File: config.mk
export PLATFORM = sky130hd
export DESIGN_NAME = indexed_shift_list_unit
export DESIGN_NICKNAME = d
export VERILOG_FILES = /design/src/isl_pkg.sv /design/src/isl_cell.sv /design/src/indexed_shift_list_unit.sv
export SDC_FILE = /design/constraint.sdc
export NUM_CORES = 2
export LEC_CHECK = 0
export ABC_AREA = 1
export BUFFER_PORTS_ARGS = -buffer_cell sky130_fd_sc_hd__buf_2
export CORE_AREA = 2 2 390 392
export DETAILED_ROUTE_END_ITERATION = 8
export DIE_AREA = 0 0 392 394
export PLACE_DENSITY = 0.59
export SETUP_SLACK_MARGIN = 0.2
export SLEW_MARGIN = 20
export SYNTH_ARGS = -nofsm -noshare
export SYNTH_HDL_FRONTEND = slang
export SYNTH_HIERARCHICAL = 1
export SYNTH_SLANG_ARGS = --single-unit
File: constraint.sdc
create_clock -name clk -period 14.7 [get_ports clk]
set_input_delay 2.94 -clock clk [delete_from_list [all_inputs] [get_ports clk]]
set_output_delay 2.94 -clock clk [all_outputs]
set_load 0.01 [all_outputs]
File: src/isl_pkg.sv
// ---------------------------------------------------------------------------
// isl_pkg
// Shared codes, command and state types for the indexed shift list.
// ---------------------------------------------------------------------------
package isl_pkg;

  // fixed port field widths
  localparam int POS_W      = 5;
  localparam int FUNC_W     = 3;
  localparam int IN_WORD_W  = 32;
  localparam int RD_W       = 32;
  localparam int FPOS_W     = 4;
  localparam int CNT_OUT_W  = 5;
  localparam int STAT_W     = 2;

  // request operation codes
  typedef enum logic [FUNC_W-1:0] {
    FUNC_INSERT = 3'd0,
    FUNC_REMOVE = 3'd1,
    FUNC_SET    = 3'd2,
    FUNC_GET    = 3'd3,
    FUNC_FIND   = 3'd4,
    FUNC_CLEAR  = 3'd5
  } func_t;

  // result status codes
  typedef enum logic [STAT_W-1:0] {
    STATUS_OK    = 2'd0,
    STATUS_RANGE = 2'd1,
    STATUS_FULL  = 2'd2
  } status_t;

  // per-cycle command broadcast to every cell
  typedef enum logic [2:0] {
    CELL_HOLD,
    CELL_INSERT,
    CELL_REMOVE,
    CELL_SET,
    CELL_LOAD_FIND,
    CELL_LOAD_GET,
    CELL_SHIFT
  } cell_op_t;

  typedef struct packed {
    cell_op_t         op;
    logic [POS_W-1:0] pos;
  } cell_cmd_t;

  // controller states
  typedef enum logic {
    ST_IDLE,
    ST_SCAN
  } state_t;

endpackage

File: src/isl_cell.sv
// ---------------------------------------------------------------------------
// isl_cell
// One list slot: holds an entry, shifts it to or from its neighbors on
// insert and remove, and carries a probe word and flag down the chain.
// ---------------------------------------------------------------------------
module isl_cell #(
  parameter int WORD_BITS = 32,
  parameter int CMP_W     = 5,
  parameter int INDEX     = 0
) (
  input  logic                 clk,
  input  isl_pkg::cell_cmd_t   cmd,
  input  logic [WORD_BITS-1:0] word,
  input  logic [WORD_BITS-1:0] lo_entry,
  input  logic [WORD_BITS-1:0] hi_entry,
  input  logic [WORD_BITS-1:0] hi_probe_word,
  input  logic                 hi_probe_flag,
  output logic [WORD_BITS-1:0] entry,
  output logic [WORD_BITS-1:0] probe_word,
  output logic                 probe_flag
);
  import isl_pkg::*;

  localparam logic [CMP_W-1:0] MY_IDX = CMP_W'(INDEX);

  logic [WORD_BITS-1:0] entry_r, entry_nxt;
  logic [WORD_BITS-1:0] probe_word_r, probe_word_nxt;
  logic                 probe_flag_r, probe_flag_nxt;
  logic [CMP_W-1:0]     pos_ext;

  assign pos_ext = CMP_W'(cmd.pos);

  // entry update from the broadcast command
  always_comb begin
    entry_nxt = entry_r;
    case (cmd.op)
      CELL_INSERT: begin
        if (MY_IDX > pos_ext) begin
          entry_nxt = lo_entry;
        end else if (MY_IDX == pos_ext) begin
          entry_nxt = word;
        end
      end
      CELL_REMOVE: begin
        if (MY_IDX >= pos_ext) begin
          entry_nxt = hi_entry;
        end
      end
      CELL_SET: begin
        if (MY_IDX == pos_ext) begin
          entry_nxt = word;
        end
      end
      default: begin
        entry_nxt = entry_r;
      end
    endcase
  end

  // probe lane: parallel load, then shift toward cell zero
  always_comb begin
    probe_word_nxt = probe_word_r;
    probe_flag_nxt = probe_flag_r;
    case (cmd.op)
      CELL_LOAD_FIND: begin
        probe_word_nxt = entry_r;
        probe_flag_nxt = (entry_r == word);
      end
      CELL_LOAD_GET: begin
        probe_word_nxt = entry_r;
        probe_flag_nxt = (MY_IDX == pos_ext);
      end
      CELL_SHIFT: begin
        probe_word_nxt = hi_probe_word;
        probe_flag_nxt = hi_probe_flag;
      end
      default: begin
        probe_word_nxt = probe_word_r;
        probe_flag_nxt = probe_flag_r;
      end
    endcase
  end

  // storage, no reset: contents are defined by writes only
  always_ff @(posedge clk) begin
    entry_r      <= entry_nxt;
    probe_word_r <= probe_word_nxt;
    probe_flag_r <= probe_flag_nxt;
  end

  assign entry      = entry_r;
  assign probe_word = probe_word_r;
  assign probe_flag = probe_flag_r;

endmodule

File: src/indexed_shift_list_unit.sv
// ---------------------------------------------------------------------------
// indexed_shift_list_unit
// Insert, remove, set, clear and rejected requests give their word in the
//   cycle after acceptance; one such request per cycle while out_ready.
// Get and find run a scan: the probe lane moves one cell per cycle toward
//   cell zero until a flag reaches cell zero or the scan passes the count.
// No new request is taken while a get or find scan is running.
// Reset clears the entry count and control state; entries are not cleared.
// Ordered list of up to DEPTH words kept in a chain of cells with a shared count.
// ---------------------------------------------------------------------------
module indexed_shift_list_unit #(
  parameter int DEPTH     = 16,
  parameter int WORD_BITS = 32
) (
  input  logic                               clk,
  input  logic                               rst_n,
  input  logic                               in_valid,
  output logic                               in_ready,
  input  logic [isl_pkg::FUNC_W-1:0]         in_func,
  input  logic [isl_pkg::POS_W-1:0]          in_position,
  input  logic [isl_pkg::IN_WORD_W-1:0]      in_word,
  output logic                               out_valid,
  input  logic                               out_ready,
  output logic [isl_pkg::RD_W-1:0]           out_read_word,
  output logic                               out_found,
  output logic [isl_pkg::FPOS_W-1:0]         out_found_position,
  output logic [isl_pkg::CNT_OUT_W-1:0]      out_entry_count,
  output logic [isl_pkg::STAT_W-1:0]         out_status
);
  import isl_pkg::*;

  localparam int IDX_W  = $clog2(DEPTH);
  localparam int CNT_W  = $clog2(DEPTH + 1);
  localparam int CMP_W  = (CNT_W > POS_W) ? CNT_W : POS_W;
  localparam int WX     = (WORD_BITS > IN_WORD_W) ? WORD_BITS : IN_WORD_W;
  localparam int FX     = (IDX_W > FPOS_W) ? IDX_W : FPOS_W;
  localparam int CX     = (CNT_W > CNT_OUT_W) ? CNT_W : CNT_OUT_W;

  // control state
  state_t             state_r, state_nxt;
  logic [CNT_W-1:0]   count_r, count_nxt;
  logic [IDX_W-1:0]   step_r, step_nxt;
  logic               scan_get_r, scan_get_nxt;
  logic               out_valid_r;

  // result register
  logic [RD_W-1:0]    res_word_r, res_word_nxt;
  logic               res_found_r, res_found_nxt;
  logic [FPOS_W-1:0]  res_fpos_r, res_fpos_nxt;
  logic [CNT_OUT_W-1:0] res_count_r;
  status_t            res_status_r, res_status_nxt;
  logic               res_load;

  // cell row
  cell_cmd_t            cmd;
  logic [WORD_BITS-1:0] ent [DEPTH];
  logic [WORD_BITS-1:0] pw  [DEPTH];
  logic [DEPTH-1:0]     pf;

  // request decode
  func_t              func_in;
  logic               in_accept;
  logic               room;
  logic [CMP_W-1:0]   pos_c, cnt_c;
  logic               pos_ok, pos_ok_ins, full;
  logic               go_scan, scan_hit, scan_miss, scan_done;
  logic [WX-1:0]      word_ext, head_ext;
  logic [WORD_BITS-1:0] word_s;
  logic [FX-1:0]      step_ext;
  logic [CX-1:0]      cnt_ext;
  logic [CNT_W-1:0]   step_next_cnt;

  assign func_in    = func_t'(in_func);
  assign room       = !out_valid_r || out_ready;
  assign in_ready   = (state_r == ST_IDLE) && room;
  assign in_accept  = in_valid && in_ready;

  assign pos_c      = CMP_W'(in_position);
  assign cnt_c      = CMP_W'(count_r);
  assign pos_ok     = pos_c < cnt_c;
  assign pos_ok_ins = pos_c <= cnt_c;
  assign full       = count_r == CNT_W'(DEPTH);

  assign word_ext   = WX'(in_word);
  assign word_s     = word_ext[WORD_BITS-1:0];
  assign head_ext   = WX'(pw[0]);
  assign step_ext   = FX'(step_r);
  assign cnt_ext    = CX'(count_nxt);
  assign step_next_cnt = CNT_W'(step_r) + CNT_W'(1);

  // scan start and finish
  assign go_scan   = in_accept && ((func_in == FUNC_FIND) ||
                                   ((func_in == FUNC_GET) && pos_ok));
  assign scan_hit  = pf[0] && (count_r != '0);
  assign scan_miss = !scan_hit && ((count_r == '0) || (step_next_cnt >= count_r));
  assign scan_done = scan_hit || scan_miss;

  // next state
  always_comb begin
    state_nxt = state_r;
    unique case (state_r)
      ST_IDLE: begin
        if (go_scan) begin
          state_nxt = ST_SCAN;
        end
      end
      ST_SCAN: begin
        if (scan_done) begin
          state_nxt = ST_IDLE;
        end
      end
      default: begin
        state_nxt = ST_IDLE;
      end
    endcase
  end

  // controller outputs
  always_comb begin
    cmd.op         = CELL_HOLD;
    cmd.pos        = in_position;
    count_nxt      = count_r;
    step_nxt       = step_r;
    scan_get_nxt   = scan_get_r;
    res_load       = 1'b0;
    res_word_nxt   = '0;
    res_found_nxt  = 1'b0;
    res_fpos_nxt   = '0;
    res_status_nxt = STATUS_OK;
    unique case (state_r)
      ST_IDLE: begin
        if (in_accept) begin
          unique case (func_in)
            FUNC_INSERT: begin
              res_load = 1'b1;
              if (!pos_ok_ins) begin
                res_status_nxt = STATUS_RANGE;
              end else if (full) begin
                res_status_nxt = STATUS_FULL;
              end else begin
                cmd.op    = CELL_INSERT;
                count_nxt = count_r + CNT_W'(1);
              end
            end
            FUNC_REMOVE: begin
              res_load = 1'b1;
              if (!pos_ok) begin
                res_status_nxt = STATUS_RANGE;
              end else begin
                cmd.op    = CELL_REMOVE;
                count_nxt = count_r - CNT_W'(1);
              end
            end
            FUNC_SET: begin
              res_load = 1'b1;
              if (!pos_ok) begin
                res_status_nxt = STATUS_RANGE;
              end else begin
                cmd.op = CELL_SET;
              end
            end
            FUNC_GET: begin
              if (!pos_ok) begin
                res_load       = 1'b1;
                res_status_nxt = STATUS_RANGE;
              end else begin
                cmd.op       = CELL_LOAD_GET;
                step_nxt     = '0;
                scan_get_nxt = 1'b1;
              end
            end
            FUNC_FIND: begin
              cmd.op       = CELL_LOAD_FIND;
              step_nxt     = '0;
              scan_get_nxt = 1'b0;
            end
            FUNC_CLEAR: begin
              res_load  = 1'b1;
              count_nxt = '0;
            end
            default: begin
              res_load = 1'b1;
            end
          endcase
        end
      end
      ST_SCAN: begin
        if (scan_hit) begin
          res_load = 1'b1;
          if (scan_get_r) begin
            res_word_nxt = head_ext[RD_W-1:0];
          end else begin
            res_found_nxt = 1'b1;
            res_fpos_nxt  = step_ext[FPOS_W-1:0];
          end
        end else if (scan_miss) begin
          res_load = 1'b1;
        end else begin
          cmd.op   = CELL_SHIFT;
          step_nxt = step_r + IDX_W'(1);
        end
      end
      default: begin
        cmd.op = CELL_HOLD;
      end
    endcase
  end

  // control registers
  always_ff @(posedge clk) begin
    if (!rst_n) begin
      state_r     <= ST_IDLE;
      count_r     <= '0;
      step_r      <= '0;
      scan_get_r  <= 1'b0;
      out_valid_r <= 1'b0;
    end else begin
      state_r     <= state_nxt;
      count_r     <= count_nxt;
      step_r      <= step_nxt;
      scan_get_r  <= scan_get_nxt;
      out_valid_r <= res_load || (out_valid_r && !out_ready);
    end
  end

  // result word register
  always_ff @(posedge clk) begin
    if (res_load) begin
      res_word_r   <= res_word_nxt;
      res_found_r  <= res_found_nxt;
      res_fpos_r   <= res_fpos_nxt;
      res_count_r  <= cnt_ext[CNT_OUT_W-1:0];
      res_status_r <= res_status_nxt;
    end
  end

  assign out_valid          = out_valid_r;
  assign out_read_word      = res_word_r;
  assign out_found          = res_found_r;
  assign out_found_position = res_fpos_r;
  assign out_entry_count    = res_count_r;
  assign out_status         = res_status_r;

  // row of cells with neighbor links
  for (genvar i = 0; i < DEPTH; i++) begin : g_cell
    logic [WORD_BITS-1:0] lo_src;
    logic [WORD_BITS-1:0] hi_src;
    logic [WORD_BITS-1:0] hi_pw;
    logic                 hi_pf;

    if (i == 0) begin : g_lo_edge
      assign lo_src = word_s;
    end else begin : g_lo_link
      assign lo_src = ent[i-1];
    end

    if (i == DEPTH - 1) begin : g_hi_edge
      assign hi_src = ent[i];
      assign hi_pw  = '0;
      assign hi_pf  = 1'b0;
    end else begin : g_hi_link
      assign hi_src = ent[i+1];
      assign hi_pw  = pw[i+1];
      assign hi_pf  = pf[i+1];
    end

    isl_cell #(
      .WORD_BITS (WORD_BITS),
      .CMP_W     (CMP_W),
      .INDEX     (i)
    ) u_cell (
      .clk           (clk),
      .cmd           (cmd),
      .word          (word_s),
      .lo_entry      (lo_src),
      .hi_entry      (hi_src),
      .hi_probe_word (hi_pw),
      .hi_probe_flag (hi_pf),
      .entry         (ent[i]),
      .probe_word    (pw[i]),
      .probe_flag    (pf[i])
    );
  end

endmodule

After elaboration in Yosys (flattened, before gate mapping)
Cells that the tools add are included. W data, S select, Z words.

Flip-flop bits (word level): 1096. Input bits: 44. Output and inout port bits: 46. Logic and storage cells: 343.

Add/sub/neg operators: 4. Magnitude comparators: 34. Equality and inequality tests: 64. Mux-type cells: 133. Bitwise logic cells: 3. Reductions and logical operators: 47.

Operators with widths (number): $mux W32 (47); $pmux W32 S3 (15); $pmux W32 S2 (17); $eq A32 B32 Y1 (16); $pmux W1 S3 (16); $eq A4 B5 Y1 const A (8); $gt A4 B5 Y1 const A (8); $ge A4 B5 Y1 const A (7); $reduce_and A2 Y1 (16); $ne A2 B1 Y1 const B (15); $mux W5 (5); $eq A3 B5 Y1 const A (4); $ge A3 B5 Y1 const A (4); $gt A3 B5 Y1 const A (4); $mux W4 (4); $pmux W4 S2 (2); $eq A3 B3 Y1 const B (5); $pmux W3 S5 (1); $pmux W5 S3 (1); $eq A3 B2 Y1 const B (4); $mux W3 (4); $mux W1 (11); $eq A2 B5 Y1 const A (2); $ge A1 B5 Y1 const A (2); other kinds (34) (67).

Logic depth before layout (Yosys ltp)
Depth after elaboration: 10. Gate-level depth with buffers: 19. Gate-level depth less buffers: 19.

Modules after synthesis
Netlist, hierarchy kept.

By module, submodules not included: isl_cell (g_cell[15].u_cell) (instances 1, cells each 458, area an instance 4210.3 um^2, seq. area each 1951.9 um^2); isl_cell (g_cell[5].u_cell) (instances 1, cells each 457, area an instance 4036.4 um^2, seq. area each 1951.9 um^2); isl_cell (g_cell[6].u_cell) (instances 1, cells each 463, area an instance 4016.4 um^2, seq. area each 1951.9 um^2); isl_cell (g_cell[8].u_cell) (instances 1, cells each 486, area an instance 4016.4 um^2, seq. area each 1951.9 um^2); isl_cell (g_cell[11].u_cell) (instances 1, cells each 508, area an instance 4011.3 um^2, seq. area each 1951.9 um^2); isl_cell (g_cell[13].u_cell) (instances 1, cells each 538, area an instance 4007.6 um^2, seq. area each 1951.9 um^2); isl_cell (g_cell[10].u_cell) (instances 1, cells each 505, area an instance 3998.8 um^2, seq. area each 1951.9 um^2); isl_cell (g_cell[14].u_cell) (instances 1, cells each 502, area an instance 3978.8 um^2, seq. area each 1951.9 um^2); isl_cell (g_cell[7].u_cell) (instances 1, cells each 496, area an instance 3971.3 um^2, seq. area each 1951.9 um^2); isl_cell (g_cell[12].u_cell) (instances 1, cells each 483, area an instance 3926.3 um^2, seq. area each 1951.9 um^2); isl_cell (g_cell[4].u_cell) (instances 1, cells each 475, area an instance 3883.7 um^2, seq. area each 1951.9 um^2); isl_cell (g_cell[1].u_cell) (instances 1, cells each 444, area an instance 3824.9 um^2, seq. area each 1951.9 um^2); isl_cell (g_cell[2].u_cell) (instances 1, cells each 432, area an instance 3809.9 um^2, seq. area each 1951.9 um^2); isl_cell (g_cell[3].u_cell) (instances 1, cells each 414, area an instance 3768.6 um^2, seq. area each 1951.9 um^2); 3 more rows.

Worst setup path after synthesis
No wires, ideal clock.

Path type: input to register. Start: input port in_position[4] (netlist bit). End: register g_cell[5].u_cell.entry_r[0] (enable). Setup time: 433 ps. Data arrival time: 10156 ps. Data required time: 14267 ps. Setup slack: 4111 ps. Cell stages on the path: 13. Buffers on the path: 1. Cells stage by stage: ha_1 > nand2_2 > inv_1 > nand2_1 > nand3_4 > inv_2 > o21ai_0 > o21ai_0 > inv_1 > nor2_4 > buf_2 > inv_1 > o22ai_1.

RTL lines: start: declaration (RTL line indexed_shift_list_unit.sv:20) `input logic [isl_pkg::POS_W-1:0] in_position,`; end signal: assignment (RTL line isl_cell.sv:86) `entry_r <= entry_nxt;`; end: declaration (RTL line isl_cell.sv:26) `logic [WORD_BITS-1:0] entry_r, entry_nxt;`.

==> run_results.csv <==
group,metric,value,unit
global_routing,grt_pass1_vias,54200,
timing,finalMaxSlewViolations,0,
timing,period_needed,7.14,ns
route,viasPerCell,5.73,
logic_synthesis,async_reset_ff_share,0,%
floorplanning,fp.dieW,392,µm
cells_and_area,multi_input_area,28100,µm²
logic_synthesis,synth.distinct_cells,67,
critical_path,cp_max_fo,50,
critical_path,crit_path_top_delay_cell,"inv_2",
global_routing,grt-ovfl-total,0,
cells_and_area,layout_commonest_cell,"nand2_1",
critical_path,worstSetupPathType,"input pin to flop",
route,drc_errors,0,
critical_path,cp.arrival,7.60,ns
cells_and_area,fin_nets,7816,
cells_and_area,final_util,47.7,%
clock_network,cts_tree,"yes",
timing,fin_skew,0.0313,ns
power,p_leak,0.0290,µW
critical_path,start_kind,"input pin",
run,maxCapViolCount,0,
clock_network,root_buffer,"clkbuf_16",
route,drtAntennaViolNets,0,
logic_synthesis,synth_area_per_cell,8.45,µm²
logic_synthesis,synth_seq_cells,1096,
floorplanning,dieArea,154000,µm²
critical_path,required,15.16,ns
worst_hold_path,min_path_type,"flop to flop",
critical_path,timing.rr.start,"cnt_c[4]",
power,ir_drop,0.0900,mV
logic_synthesis,seq_area_frac_synth,49.9,%
timing,hold_viol,0,
logic_synthesis,netlist_area,65700,µm²
route,wl,237000,µm
timing,period_share,48.6,%
critical_path,crit_path_end,"g_cell[5].u_cell/probe_word[26]",
cells_and_area,drive_gt1_share,9.49,%
timing,hold_slack,0.491,ns
clock_network,clk_latency,0.81,ns
floorplanning,die_y,394,µm
floorplanning,ios,90,
clock_network,cts_buffer_depth,3,
critical_path,path_cells,"buf_2 -> ha_1 -> nand2_2 -> nor2_2 -> nand2_2 -> nand3_4 -> nand2_4 -> nand3_1 -> a21oi_4 -> buf_4 -> inv_2 -> nand3_2 -> inv_2 -> o21ai_0",
logic_synthesis,synthFlopType,"edfxtp_1",
cells_and_area,register_area,32800,µm²
clock_network,cts_buffers,131,
floorplanning,initial_core_util,43.6,%
power,p_per_area,108,nW/µm²
route,drtIter0Drc,6991,
route,firstDrtPassIters,8,
clock_network,clkSinkCount,1096,
logic_synthesis,synth_edf_count,1084,
clock_network,path_clk_slew,0.06,ns
critical_path,crit_family,"buffers and inverters",
timing,clock.fmax,0.140,GHz
cells_and_area,syn_to_final_growth,9.36,%
timing,tns,0,ns
place,hpwl,160000,µm
route,routedWlPerCell,24.0,µm
place,gp_congestion,0.929,
cells_and_area,final_cell_mix,"nand2_1 (2,717), edfxtp_1 (1,084), inv_1 (687), nand3_1 (534), o21ai_0 (520)",
clock_network,cts_hold_buffers,0,
logic_synthesis,syn-instance-count,7774,
critical_path,worstSetupStartpoint,"in_position[4]",
global_routing,grt_usage,30.0,%
logic_synthesis,yosysWarnings,6,
floorplanning,row_count,143,
critical_path,reg2reg_depth,14,
global_routing,grt_max_degree,67,
critical_path,worstSetupPathDepth,14,
critical_path,cp_num_buf_inv,4,
critical_path,cp-end-kind,"flop",
timing,rsz0062_at_grt,"false",
global_routing,antenna_found_initial,5,
clock_network,htreeDepth,4,
timing,finalSetupViolations,0,
timing,worstMarginPinSlew,1.17,ns
power,finalPower,7790,µW
place,io_buffers,89,
critical_path,reg2reg_to,"g_cell[5].u_cell/probe_word[26]",
run_status,status,"completed",
critical_path,rrSetupSlack,9.57,ns
route,vias,56700,
clock_network,cts-resized-gates,0,
clock_network,post-cts-setup-buffers,0,
timing,relSlewSlack,21.9,%
floorplanning,core_area,151000,µm²
critical_path,slowest_delay,0.95,ns
cells_and_area,n_fill_cell,14600,
global_routing,grt_pass1_wl,349000,µm
-- per-layer routing --
metal,GRT usage [%],vias to the layer above,wire length [µm]
met2,49.5,2925,113000
met5,0,-,11
met1,38.5,27200,91600
li1,-,25900,-
met4,14.2,2,12000
met3,4.82,628,20400
-- where the power goes --
group | switching (µW) | leakage, µW | total (µW) | internal, µW
logic | 576 | 0.0169 | 832 | 255
clock network | 1400 | 0.00204 | 3250 | 1840
registers | 121 | 0.0100 | 3710 | 3590
total | 2100 | 0.0290 | 7790 | 5680
-- final cells by class --
class                           instances  share of cell area (%)
Antenna cell                            1                 0.00348
Clock buffer                          164                    4.77
Clock inverter                         69                    1.03
Inverter                              751                    3.94
Multi-Input combinational cell       5571                    39.2
Sequential cell                      1096                    45.7
Tap cell                             2030                    3.54
Timing Repair Buffer                  208                    1.89
-- state kept, by name (all words and copies together), names as in the netlist, 2 cells and up --
| register | flops |
|---|---|
| out_found_position | 4 |
| g_cell.u_cell/probe_word | 512 |
| step_ext | 4 |
| g_cell.u_cell/entry | 512 |
| cnt_c | 5 |
| g_cell.u_cell/probe_flag | 16 |
| out_entry_count | 5 |
| out_status | 2 |
| out_read_word | 32 |
-- cell families after synthesis --
logic type | share of synthesized area (%)
adders and majority gates | 0.248
AOI/OAI and AO/OA | 11.5
buffers and inverters | 7.86
muxes | 0.488
xor gates and xnor gates | 4.84
other | 0.00571
DFF | 49.9
and+or+nand+nor | 25.1
-- worst min path at each step --
stage,start,endpoint,cells past startpoint
after floorplan,scan_get_r,scan_get_r,2
after global placement,step_ext[3],step_ext[3],2
final,scan_get_r,scan_get_r,2
after detailed placement,scan_get_r,scan_get_r,2
after CTS,scan_get_r,scan_get_r,2
after global routing,scan_get_r,scan_get_r,2
-- tightest hold or removal path, cell delays in order (launching register included) --
cell	delay, ns
dfxtp_1	0.32
nand2_1	0.07
a21oi_1	0.05
-- through the flow --
stage | instances | instance area [µm²] | setup WS (ns)
after CTS | 9888 | 71800 | 7.64
after floorplan | 7806 | 65800 | 4.11
after global routing | 9890 | 71800 | 7.28
final | 9890 | 71800 | 7.56
after detailed placement | 9655 | 67600 | 6.82
after global placement | 9655 | 67600 | 6.83
-- cells in the mapped netlist, drive strengths merged, types with 2 or more instances --
library cell | n | area [µm²]
o311ai | 5 | 43.8
o21bai | 22 | 176
o21ai | 736 | 3740
buf | 281 | 1920
a31oi | 2 | 27.5
o211ai | 156 | 1520
o22a | 12 | 105
inv | 748 | 2820
xnor2 | 298 | 2610
dfxtp | 12 | 240
a22oi | 65 | 488
mux2i | 32 | 320
nor3 | 34 | 224
clkbuf | 107 | 408
edfxtp | 1084 | 32600
a21oi | 101 | 573
a32oi | 68 | 596
or2 | 43 | 269
nand2 | 2751 | 10400
nand3 | 582 | 3150
xor2 | 65 | 569
nand4 | 101 | 647
clkinv | 3 | 16.3
ha | 13 | 163
nor2 | 410 | 1730
o31ai | 11 | 128
nor3b | 2 | 20.0
nand3b | 3 | 22.5
o22ai | 21 | 131
(Power assumes the default switching activity.)
